<file path="config.mk">
export PLATFORM = sky130hd
export DESIGN_NAME = time_sorted_hit_table_unit
export DESIGN_NICKNAME = d
export VERILOG_FILES = /design/src/rtl/tsht_pkg.sv /design/src/rtl/tsht_ram.sv /design/src/rtl/tsht_ctrl.sv /design/src/rtl/time_sorted_hit_table_unit.sv
export SDC_FILE = /design/constraint.sdc
export NUM_CORES = 2
export LEC_CHECK = 0
export ABC_CLOCK_PERIOD_IN_PS = 10780
export BUFFER_PORTS_ARGS = -buffer_cell sky130_fd_sc_hd__buf_2
export CAP_MARGIN = 10
export CORE_MARGIN = 5
export CORE_UTILIZATION = 60
export DETAILED_ROUTE_END_ITERATION = 6
export PLACE_DENSITY = 0.73
export SLEW_MARGIN = 20
export SYNTH_ARGS = -nofsm -noshare
export SYNTH_HDL_FRONTEND = slang
export SYNTH_SLANG_ARGS = --single-unit
</file>
<file path="constraint.sdc">
create_clock -name clk -period 10.78 [get_ports clk]
set_input_delay 0.539 -clock clk [delete_from_list [all_inputs] [get_ports clk]]
set_output_delay 0.539 -clock clk [all_outputs]
set_load 0.01 [all_outputs]
</file>
<file path="src/rtl/tsht_pkg.sv">
`timescale 1ns / 1ps
// ----------------------------------------------------------------------------
// Time-sorted hit table: shared types and codes
// Request and result payloads, table entry layout, operation, status and
// register codes, and the controller state type.
// ----------------------------------------------------------------------------
package tsht_pkg;

  typedef enum logic [2:0] {
    KIND_ADD   = 3'd0,
    KIND_ERASE = 3'd1,
    KIND_REMOVE = 3'd2,
    KIND_PREV  = 3'd3,
    KIND_COUNT = 3'd4,
    KIND_CLEAR = 3'd5,
    KIND_NOP6  = 3'd6,
    KIND_NOP7  = 3'd7
  } kind_t;

  typedef enum logic [1:0] {
    ST_OK        = 2'd0,
    ST_REJECTED  = 2'd1,
    ST_FULL      = 2'd2,
    ST_BAD_INDEX = 2'd3
  } status_t;

  typedef enum logic [1:0] {
    REG_GATE_TIME   = 2'd0,
    REG_GATE_ENABLE = 2'd1,
    REG_GEOM_MASK   = 2'd2,
    REG_UNUSED      = 2'd3
  } reg_index_t;

  localparam logic [31:0] GATE_TIME_RESET = 32'd102400;

  typedef struct packed {
    logic [2:0]  kind;
    logic [2:0]  pixel_x;
    logic [2:0]  pixel_y;
    logic [31:0] hit_time;
    logic [2:0]  hit_type;
    logic [5:0]  entry_index;
  } req_t;

  typedef struct packed {
    logic [1:0]  status;
    logic        prev_found;
    logic [31:0] prev_time;
    logic [6:0]  type_count;
    logic [6:0]  total_count;
  } rsp_t;

  typedef struct packed {
    logic [2:0]  x;
    logic [2:0]  y;
    logic [31:0] time_val;
    logic [2:0]  hit_type;
  } entry_t;

  typedef struct packed {
    logic [31:0] gate_time;
    logic        gate_enable;
    logic [63:0] geometry_mask;
  } cfg_t;

  typedef enum logic [3:0] {
    S_IDLE,
    S_ADD_RD,
    S_ADD_EV,
    S_ADD_INS,
    S_ERA_RD,
    S_ERA_EV,
    S_REM_RD,
    S_REM_EV,
    S_PRV_RD0,
    S_PRV_EV0,
    S_PRV_RD,
    S_PRV_EV,
    S_CNT_INIT,
    S_CNT_RD,
    S_CNT_EV,
    S_DONE
  } ctrl_state_t;

endpackage

</file>
<file path="src/rtl/tsht_ram.sv">
`timescale 1ns / 1ps
// ----------------------------------------------------------------------------
// Hit table storage
// Single-port-write, single-port-read memory with a registered read.
// ----------------------------------------------------------------------------
module tsht_ram #(
  parameter int DEPTH = 64,
  parameter int AW    = 6
) (
  input  logic                clk,
  input  logic                rd_en,
  input  logic [AW-1:0]       rd_addr,
  output tsht_pkg::entry_t    rd_data,
  input  logic                wr_en,
  input  logic [AW-1:0]       wr_addr,
  input  tsht_pkg::entry_t    wr_data
);
  import tsht_pkg::*;

  entry_t mem [DEPTH];
  entry_t rd_data_r;

  always_ff @(posedge clk) begin
    if (wr_en) begin
      mem[wr_addr] <= wr_data;
    end
    if (rd_en) begin
      rd_data_r <= mem[rd_addr];
    end
  end

  assign rd_data = rd_data_r;

endmodule

</file>
<file path="src/rtl/tsht_ctrl.sv">
`timescale 1ns / 1ps
// ----------------------------------------------------------------------------
// Hit table sequencer
// Walks the table memory one entry per read/evaluate pair to insert, erase,
// compact and search, then counts entries of the requested type.
// ----------------------------------------------------------------------------
module tsht_ctrl #(
  parameter int DEPTH  = 64,
  parameter int GRID_X = 8,
  parameter int GRID_Y = 8,
  parameter int AW     = 6,
  parameter int CW     = 7
) (
  input  logic              clk,
  input  logic              rst_n,
  input  logic              start,
  output logic              busy,
  input  tsht_pkg::req_t    in_req,
  input  tsht_pkg::cfg_t    cfg,
  output logic              out_valid,
  output tsht_pkg::rsp_t    out_rsp,
  output logic              rd_en,
  output logic [AW-1:0]     rd_addr,
  input  tsht_pkg::entry_t  rd_data,
  output logic              wr_en,
  output logic [AW-1:0]     wr_addr,
  output tsht_pkg::entry_t  wr_data
);
  import tsht_pkg::*;

  localparam int WW = (CW > 6) ? CW : 6;

  ctrl_state_t   state_r, state_nxt;
  req_t          req_r, req_nxt;
  logic [CW-1:0] cnt_r, cnt_nxt;
  logic [AW-1:0] ptr_r, ptr_nxt;
  logic [CW-1:0] wptr_r, wptr_nxt;
  logic [CW-1:0] tcnt_r, tcnt_nxt;
  status_t       status_r, status_nxt;
  logic          found_r, found_nxt;
  logic [31:0]   ptime_r, ptime_nxt;
  logic [2:0]    tx_r, tx_nxt;
  logic [2:0]    ty_r, ty_nxt;

  logic          in_grid;
  logic [5:0]    mask_bit;
  logic          add_ok;
  logic          idx_bad;
  logic [CW-1:0] ptr_ext;
  entry_t        new_entry;

  always_comb begin
    in_grid  = (int'(in_req.pixel_x) < GRID_X) && (int'(in_req.pixel_y) < GRID_Y);
    mask_bit = 6'(int'(in_req.pixel_y) * GRID_X + int'(in_req.pixel_x));
    add_ok   = in_grid && cfg.geometry_mask[mask_bit] &&
               (!cfg.gate_enable || (in_req.hit_time <= cfg.gate_time));
    idx_bad  = WW'(in_req.entry_index) >= WW'(cnt_r);
    ptr_ext  = CW'(ptr_r);
    new_entry.x        = req_r.pixel_x;
    new_entry.y        = req_r.pixel_y;
    new_entry.time_val = req_r.hit_time;
    new_entry.hit_type = req_r.hit_type;
  end

  always_ff @(posedge clk) begin
    if (!rst_n) begin
      state_r <= S_IDLE;
      cnt_r   <= '0;
    end else begin
      state_r <= state_nxt;
      cnt_r   <= cnt_nxt;
    end
    req_r    <= req_nxt;
    ptr_r    <= ptr_nxt;
    wptr_r   <= wptr_nxt;
    tcnt_r   <= tcnt_nxt;
    status_r <= status_nxt;
    found_r  <= found_nxt;
    ptime_r  <= ptime_nxt;
    tx_r     <= tx_nxt;
    ty_r     <= ty_nxt;
  end

  always_comb begin
    state_nxt  = state_r;
    req_nxt    = req_r;
    cnt_nxt    = cnt_r;
    ptr_nxt    = ptr_r;
    wptr_nxt   = wptr_r;
    tcnt_nxt   = tcnt_r;
    status_nxt = status_r;
    found_nxt  = found_r;
    ptime_nxt  = ptime_r;
    tx_nxt     = tx_r;
    ty_nxt     = ty_r;
    rd_en      = 1'b0;
    rd_addr    = ptr_r;
    wr_en      = 1'b0;
    wr_addr    = ptr_r;
    wr_data    = rd_data;

    unique case (state_r)
      S_IDLE: begin
        if (start) begin
          req_nxt    = in_req;
          status_nxt = ST_OK;
          found_nxt  = 1'b0;
          ptime_nxt  = '0;
          state_nxt  = S_CNT_INIT;
          unique case (kind_t'(in_req.kind))
            KIND_ADD: begin
              if (!add_ok) begin
                status_nxt = ST_REJECTED;
              end else if (cnt_r == CW'(DEPTH)) begin
                status_nxt = ST_FULL;
              end else if (cnt_r == '0) begin
                wptr_nxt  = '0;
                state_nxt = S_ADD_INS;
              end else begin
                ptr_nxt   = AW'(cnt_r - CW'(1));
                state_nxt = S_ADD_RD;
              end
            end
            KIND_ERASE: begin
              if (idx_bad) begin
                status_nxt = ST_BAD_INDEX;
              end else if (WW'(in_req.entry_index) + WW'(1) < WW'(cnt_r)) begin
                ptr_nxt   = AW'(in_req.entry_index);
                state_nxt = S_ERA_RD;
              end else begin
                cnt_nxt = cnt_r - CW'(1);
              end
            end
            KIND_REMOVE: begin
              ptr_nxt  = '0;
              wptr_nxt = '0;
              if (cnt_r != '0) begin
                state_nxt = S_REM_RD;
              end
            end
            KIND_PREV: begin
              if (idx_bad) begin
                status_nxt = ST_BAD_INDEX;
              end else begin
                ptr_nxt   = AW'(in_req.entry_index);
                state_nxt = S_PRV_RD0;
              end
            end
            KIND_CLEAR: cnt_nxt = '0;
            KIND_COUNT, KIND_NOP6, KIND_NOP7: ;
            default: ;
          endcase
        end
      end

      // Insertion walks down from the top, moving later entries up by one.
      S_ADD_RD: begin
        rd_en     = 1'b1;
        state_nxt = S_ADD_EV;
      end
      S_ADD_EV: begin
        if (rd_data.time_val > req_r.hit_time) begin
          wr_en   = 1'b1;
          wr_addr = ptr_r + AW'(1);
          if (ptr_r == '0) begin
            wptr_nxt  = '0;
            state_nxt = S_ADD_INS;
          end else begin
            ptr_nxt   = ptr_r - AW'(1);
            state_nxt = S_ADD_RD;
          end
        end else begin
          wptr_nxt  = ptr_ext + CW'(1);
          state_nxt = S_ADD_INS;
        end
      end
      S_ADD_INS: begin
        wr_en     = 1'b1;
        wr_addr   = AW'(wptr_r);
        wr_data   = new_entry;
        cnt_nxt   = cnt_r + CW'(1);
        state_nxt = S_CNT_INIT;
      end

      S_ERA_RD: begin
        rd_en     = 1'b1;
        rd_addr   = ptr_r + AW'(1);
        state_nxt = S_ERA_EV;
      end
      S_ERA_EV: begin
        wr_en   = 1'b1;
        ptr_nxt = ptr_r + AW'(1);
        if ((CW+1)'(ptr_r) + (CW+1)'(2) < (CW+1)'(cnt_r)) begin
          state_nxt = S_ERA_RD;
        end else begin
          cnt_nxt   = cnt_r - CW'(1);
          state_nxt = S_CNT_INIT;
        end
      end

      S_REM_RD: begin
        rd_en     = 1'b1;
        state_nxt = S_REM_EV;
      end
      S_REM_EV: begin
        if (rd_data.hit_type != req_r.hit_type) begin
          wr_en    = 1'b1;
          wr_addr  = AW'(wptr_r);
          wptr_nxt = wptr_r + CW'(1);
        end
        if (ptr_ext + CW'(1) == cnt_r) begin
          cnt_nxt   = wptr_nxt;
          state_nxt = S_CNT_INIT;
        end else begin
          ptr_nxt   = ptr_r + AW'(1);
          state_nxt = S_REM_RD;
        end
      end

      S_PRV_RD0: begin
        rd_en     = 1'b1;
        state_nxt = S_PRV_EV0;
      end
      S_PRV_EV0: begin
        tx_nxt = rd_data.x;
        ty_nxt = rd_data.y;
        if (ptr_r == '0) begin
          state_nxt = S_CNT_INIT;
        end else begin
          ptr_nxt   = ptr_r - AW'(1);
          state_nxt = S_PRV_RD;
        end
      end
      S_PRV_RD: begin
        rd_en     = 1'b1;
        state_nxt = S_PRV_EV;
      end
      S_PRV_EV: begin
        if (rd_data.x == tx_r && rd_data.y == ty_r) begin
          found_nxt = 1'b1;
          ptime_nxt = rd_data.time_val;
          state_nxt = S_CNT_INIT;
        end else if (ptr_r == '0) begin
          state_nxt = S_CNT_INIT;
        end else begin
          ptr_nxt   = ptr_r - AW'(1);
          state_nxt = S_PRV_RD;
        end
      end

      S_CNT_INIT: begin
        ptr_nxt   = '0;
        tcnt_nxt  = '0;
        state_nxt = (cnt_r == '0) ? S_DONE : S_CNT_RD;
      end
      S_CNT_RD: begin
        rd_en     = 1'b1;
        state_nxt = S_CNT_EV;
      end
      S_CNT_EV: begin
        if (rd_data.hit_type == req_r.hit_type) begin
          tcnt_nxt = tcnt_r + CW'(1);
        end
        if (ptr_ext + CW'(1) == cnt_r) begin
          state_nxt = S_DONE;
        end else begin
          ptr_nxt   = ptr_r + AW'(1);
          state_nxt = S_CNT_RD;
        end
      end

      S_DONE: state_nxt = S_IDLE;
      default: state_nxt = S_IDLE;
    endcase
  end

  assign busy      = (state_r != S_IDLE);
  assign out_valid = (state_r == S_DONE);

  always_comb begin
    out_rsp.status      = status_r;
    out_rsp.prev_found  = found_r;
    out_rsp.prev_time   = ptime_r;
    out_rsp.type_count  = 7'(tcnt_r);
    out_rsp.total_count = 7'(cnt_r);
  end

`ifndef SYNTH
  a_cnt_bound: assert property (@(posedge clk) disable iff (!rst_n)
    cnt_r <= CW'(DEPTH))
    else $error("entry count exceeds table depth");
  a_start_busy: assert property (@(posedge clk) disable iff (!rst_n)
    start && !busy |=> busy)
    else $error("accepted request did not make the block busy");
  a_one_strobe: assert property (@(posedge clk) disable iff (!rst_n)
    out_valid |=> !out_valid && !busy)
    else $error("result strobe longer than one cycle");
  a_cnt_idle: assert property (@(posedge clk) disable iff (!rst_n)
    !busy && !start |=> $stable(cnt_r))
    else $error("entry count changed while idle");
`endif

endmodule

</file>
<file path="src/rtl/time_sorted_hit_table_unit.sv">
`timescale 1ns / 1ps
// ----------------------------------------------------------------------------
// Time-sorted hit table
// Keeps pixel hits ordered by time in one memory and serves add, erase,
// remove-by-type, previous-hit, count and clear requests.
// ----------------------------------------------------------------------------
// Usage:
//   A request is taken when start is high and busy is low. busy stays high
//   until the result has been shown; out_valid is high for exactly one cycle
//   with the result on out_rsp. The receiver cannot stall, so it must take
//   the result in that cycle.
//   Every request ends with a counting pass over the stored entries. Each
//   visited entry is read from the table memory, which has a single read
//   port, and then evaluated.
//   The user must write the configuration registers through cfg_we /
//   cfg_index / cfg_wdata only while the block is idle; the block itself
//   does not enforce this. Writes take effect at once.
//   Reset (rst_n low, synchronous) empties the table and loads the register
//   defaults; the memory contents are not cleared and need no sweep.
// ----------------------------------------------------------------------------
module time_sorted_hit_table_unit #(
  parameter int DEPTH  = 64,
  parameter int GRID_X = 8,
  parameter int GRID_Y = 8
) (
  input  logic             clk,
  input  logic             rst_n,
  input  logic             start,
  output logic             busy,
  input  tsht_pkg::req_t   in_req,
  output logic             out_valid,
  output tsht_pkg::rsp_t   out_rsp,
  input  logic             cfg_we,
  input  logic [1:0]       cfg_index,
  input  logic [63:0]      cfg_wdata
);
  import tsht_pkg::*;

  localparam int AW = $clog2(DEPTH);
  localparam int CW = $clog2(DEPTH + 1);

  cfg_t          cfg_r;
  logic          rd_en;
  logic [AW-1:0] rd_addr;
  entry_t        rd_data;
  logic          wr_en;
  logic [AW-1:0] wr_addr;
  entry_t        wr_data;

  always_ff @(posedge clk) begin
    if (!rst_n) begin
      cfg_r.gate_time     <= GATE_TIME_RESET;
      cfg_r.gate_enable   <= 1'b1;
      cfg_r.geometry_mask <= '0;
    end else if (cfg_we) begin
      unique case (reg_index_t'(cfg_index))
        REG_GATE_TIME:   cfg_r.gate_time     <= cfg_wdata[31:0];
        REG_GATE_ENABLE: cfg_r.gate_enable   <= cfg_wdata[0];
        REG_GEOM_MASK:   cfg_r.geometry_mask <= cfg_wdata;
        REG_UNUSED:      ;
        default:         ;
      endcase
    end
  end

  tsht_ctrl #(
    .DEPTH (DEPTH),
    .GRID_X(GRID_X),
    .GRID_Y(GRID_Y),
    .AW    (AW),
    .CW    (CW)
  ) u_ctrl (
    .clk      (clk),
    .rst_n    (rst_n),
    .start    (start),
    .busy     (busy),
    .in_req   (in_req),
    .cfg      (cfg_r),
    .out_valid(out_valid),
    .out_rsp  (out_rsp),
    .rd_en    (rd_en),
    .rd_addr  (rd_addr),
    .rd_data  (rd_data),
    .wr_en    (wr_en),
    .wr_addr  (wr_addr),
    .wr_data  (wr_data)
  );

  tsht_ram #(
    .DEPTH(DEPTH),
    .AW   (AW)
  ) u_ram (
    .clk    (clk),
    .rd_en  (rd_en),
    .rd_addr(rd_addr),
    .rd_data(rd_data),
    .wr_en  (wr_en),
    .wr_addr(wr_addr),
    .wr_data(wr_data)
  );

endmodule

</file>
==> metrics list <==
* Cell types occupying the most area after synthesis: edfxtp_1 (74%), mux4_2 (13%), dfxtp_1 (1.9%)
* Wire length reported by the detailed router: 298 mm
* Clock tree from TritonCTS: built
- Cell depth of the worst flop-to-flop path: 14
- Max-cap violations in this run came to 0.
- Floorplan die width: 443 um
- In this run the static leakage power is 40.8 nW.
- Commonest cells post-synth: edfxtp_1 (2767), mux4_2 (672), nand2_1 (399)
- Routed length per instance: 34.3 um
- Worst supply voltage drop on vdd: 442 uV
- At the pin with the least slew margin, the transition time is 1220 ps.
- Final number of setup-violating endpoints: 0
* Fraction of registers with async set or reset after synthesis: 0%
* Iteration-0 DRC Markers: 9330
* Worst reg2reg setup slack: 4440 ps
- The floorplan step defined a core boundary enclosing 0.187 mm2.
* Worst Setup Start Kind: register
- Endpoint of the worst setup timing path: u_ram.mem[28][23]$_DFFE_PP_
- Number of enable flip-flop cells after synthesis: 2767
* Count of buffers from port buffering: 170
* Post-synthesis to final-layout area growth: 13.2%
- Util after Layout: 68.1%
- The run finished with clean final reports.
* Worst Setup End Kind: register
* Die Height: 443 um
* Final count of hold timing violations: 0
- The floorplan step defined a die boundary enclosing 0.196 mm2.
- The H-tree generated during clock tree synthesis spans 5 levels.
- After synthesis the cells add up to 0.113 mm2.
* RSZ-0062 raised after global routing: no
- After layout, the worst path uses 58.8% of the clock period.
- Post-synthesis sequential area ratio: 75.7%
- Number of nets still failing antenna checks after routing: 0
* Vias in the first global route: 59700
- The top cell type by area accounts for 73.8% of the synthesized area.
* Met3 track utilization from global routing: 7.04%
- Counting instances, the worst hold path has a depth of 1.
* Critical R2R Capture: u_ram.mem[28][23]$_DFFE_PP_
- The congestion estimate from routability-driven global placement came to 0.911.
* Biggest area consumer among synthesized cells: edfxtp_1
- The number of hold buffers added after CTS was 106.
* Mean number of vias per cell: 6.94
* Setup Total Neg Slack: 0 ps
- Max Fclk: 158 MHz
* Warnings, synthesis: 0
- Total placed instance area: 0.118 mm2
- For the worst-skew pair, the clock arrives at the later sink with an insertion delay of 940 ps.
- Worst rel slew slack: 18.3%
* Required time of the critical path: 11310 ps
* Post-synth top flop: edfxtp_1
* Type of the worst min-delay path: in2reg
- Clock Pin Slew Worst Setup and Hold Paths: 60 ps
- Power comes to 0.0388 W.
- Origin of the critical flop-to-flop path: u_ram.rd_data[24]$_DFFE_PP_
- Nets: 6214
- 171 I/O pins were placed.
- Number of library cell types mapped by synthesis: 73
- By startpoint and endpoint, the worst setup path is classified as reg2reg.
- Antenna violations before repair: 18
- Crit path time final: 6340 ps
- Area used by multi-input combinational logic: 0.0265 mm2
* CTS Buf Count: 294
- Detailed-route via count: 60300
- Fill cells in the final layout number 11200.
- Minimum setup slack after placement: 4650 ps
- Power density relative to cell area: 305 mW/mm2
- Layout Cell Area excl Fill: 0.127 mm2
- Once the clock tree was built, the setup fixing pass inserted 0 buffers.
* Sum of net half-perimeters after detailed placement: 161 mm
* Hold Startpoint: in_req[46]
- The first global-routing pass estimated 429 mm of wire.
- Entering global routing, the biggest net connects 110 pins.
- Synthesized net count: 5781
- The final count of pins violating max slew is 0.
* Gr busiest metal: met2
- Once the floorplan was initialized, standard cells occupied 60.2% of the core.
* Core Rows: 159
- Maximum number of buffers from clock root to sink: 4
- Layout cell share with drive strength beyond 1: 24.7%
- The number of gates resized after CTS was 0.
- Data on the critical path arrives at its endpoint at 6870 ps.
- For this run, the detailed router's first-pass iteration total came to 6.
- CTS Root Cell: clkbuf_16
- Reg area: 0.0853 mm2
- In this run the worst setup path begins at u_ram.rd_data[24]$_DFFE_PP_.
- The synthesized design contains 2875 register bits.
- In the global route stage, met2 resource usage came out at 46.3%.
- The clock net in this run drives a total of 2875 sinks.
- In the synthesized netlist, the number of instances is 5564.
* Total track usage: 30.4%
- Cell with the most instances after synthesis: edfxtp_1
- Average size of a mapped cell: 20.2 um2
* Remaining global-route overflow: 0
- Max Fanout on Critical Path: 29
- On the final layout, the worst clock skew is 52.5 ps.
* M1 GR Usage: 44.0%
- Final worst-path setup slack: 4440 ps
* DRC viols: 0
-- worst max-delay path, stage by stage, from the launching register on --
cell	delay, ps
edfxtp_1	620
ha_1	410
nand4_1	180
or4_1	710
nor2b_1	370
a21o_1	210
a21boi_0	560
ha_1	350
a22oi_1	230
nand2_1	150
a31oi_1	230
o211ai_1	170
buf_4	280
nor3_2	790
buf_4	640
-- placed cells by master, fill, tap and decap left out, drive strengths merged, types with 6 or more instances in the layout --
cell / netlist / layout
mux4: 672 / 672
dfxtp: 108 / 108
a21oi: 54 / 54
nor4: 19 / 19
clkbuf: 207 / 374
xor2: 15 / 15
and2: 37 / 37
o221ai: 45 / 45
a22oi: 212 / 212
clkinv: 0 / 96
o21ai: 70 / 70
nand4: 28 / 28
a21boi: 97 / 97
and3: 10 / 10
nor3: 76 / 76
nor2: 61 / 61
o211a: 7 / 7
a21o: 11 / 11
nand3: 36 / 36
buf: 116 / 354
nor2b: 16 / 16
inv: 89 / 92
mux2i: 6 / 6
o21a: 8 / 8
o211ai: 14 / 14
edfxtp: 2767 / 2767
bufinv: 0 / 14
nand2: 399 / 399
dlygate4sd3: 0 / 106
a221oi: 90 / 90
xnor2: 37 / 37
ha: 97 / 97
a22o: 83 / 83
-- through the flow --
stage / std cells / hold WS (ps)
2_1_floorplan: 5564 / 438
3_3_place_gp: 8090 / 449
5_1_grt: 8687 / 68.2
6_report: 8690 / 94.3
4_1_cts: 8687 / 23.1
3_5_place_dp: 8090 / 459
-- power breakdown --
part           internal (W)  total, W  switching [W]
clock               0.00545   0.00949        0.00404
combinational       0.00522    0.0146        0.00942
sequential           0.0145    0.0147       0.000247
-- state kept, by name, summed over array words and instances (netlist names) --
signal            cells
cfg_r                97
u_ctrl.cnt_r          7
u_ctrl.found_r        1
u_ctrl.new_entry     41
u_ctrl.ptime_r       32
u_ctrl.ptr_r          6
u_ctrl.state_r        4
u_ctrl.status_r       2
u_ctrl.tcnt_r         7
u_ctrl.tx_r           3
u_ctrl.ty_r           3
u_ctrl.wptr_r         7
u_ram.mem          2624
u_ram.rd_data        41
-- layer usage --
metal / wire length, um / part of all wire [%] / up-vias
li1: - / - / 24000
met1: 109000 / 37 / 31400
met2: 139000 / 47 / 4399
met3: 37900 / 13 / 557
met4: 12200 / 4.1 / 6
met5: 41 / 0.014 / -
-- worst min path at each step --
stage / to
after CTS: u_ctrl.new_entry[40]$_DFFE_PP_
after global placement: cfg_r[26]$_SDFFE_PN0P_
after detailed placement: cfg_r[28]$_SDFFE_PN0P_
after floorplan: cfg_r[64]$_SDFFE_PN1P_
final: u_ctrl.new_entry[40]$_DFFE_PP_
after global routing: u_ctrl.new_entry[40]$_DFFE_PP_
-- kinds of logic after synthesis --
logic type | count (synthesis) | share of synthesized area (%)
AOI/OAI and AO/OA | 738 | 4.94
adders and majority gates | 97 | 1.08
xor gates and xnor gates | 53 | 0.424
muxes | 678 | 13.5
buffers and inverters | 412 | 1.48
and+or+nand+nor | 711 | 2.88
DFF | 2875 | 75.7
-- cell type report --
| type | count | area share [%] |
|---|---|---|
| flip-flops and latches | 2875 | 66.9 |
| repair buffers | 460 | 2.72 |
| clock inverters | 117 | 0.717 |
| diodes | 3 | 0.00589 |
| multi-input cells | 2277 | 20.8 |
| well taps | 2495 | 2.45 |
| inverters | 89 | 0.262 |
| clock buffers | 374 | 6.15 |
Power figures use the tool's default switching activity.
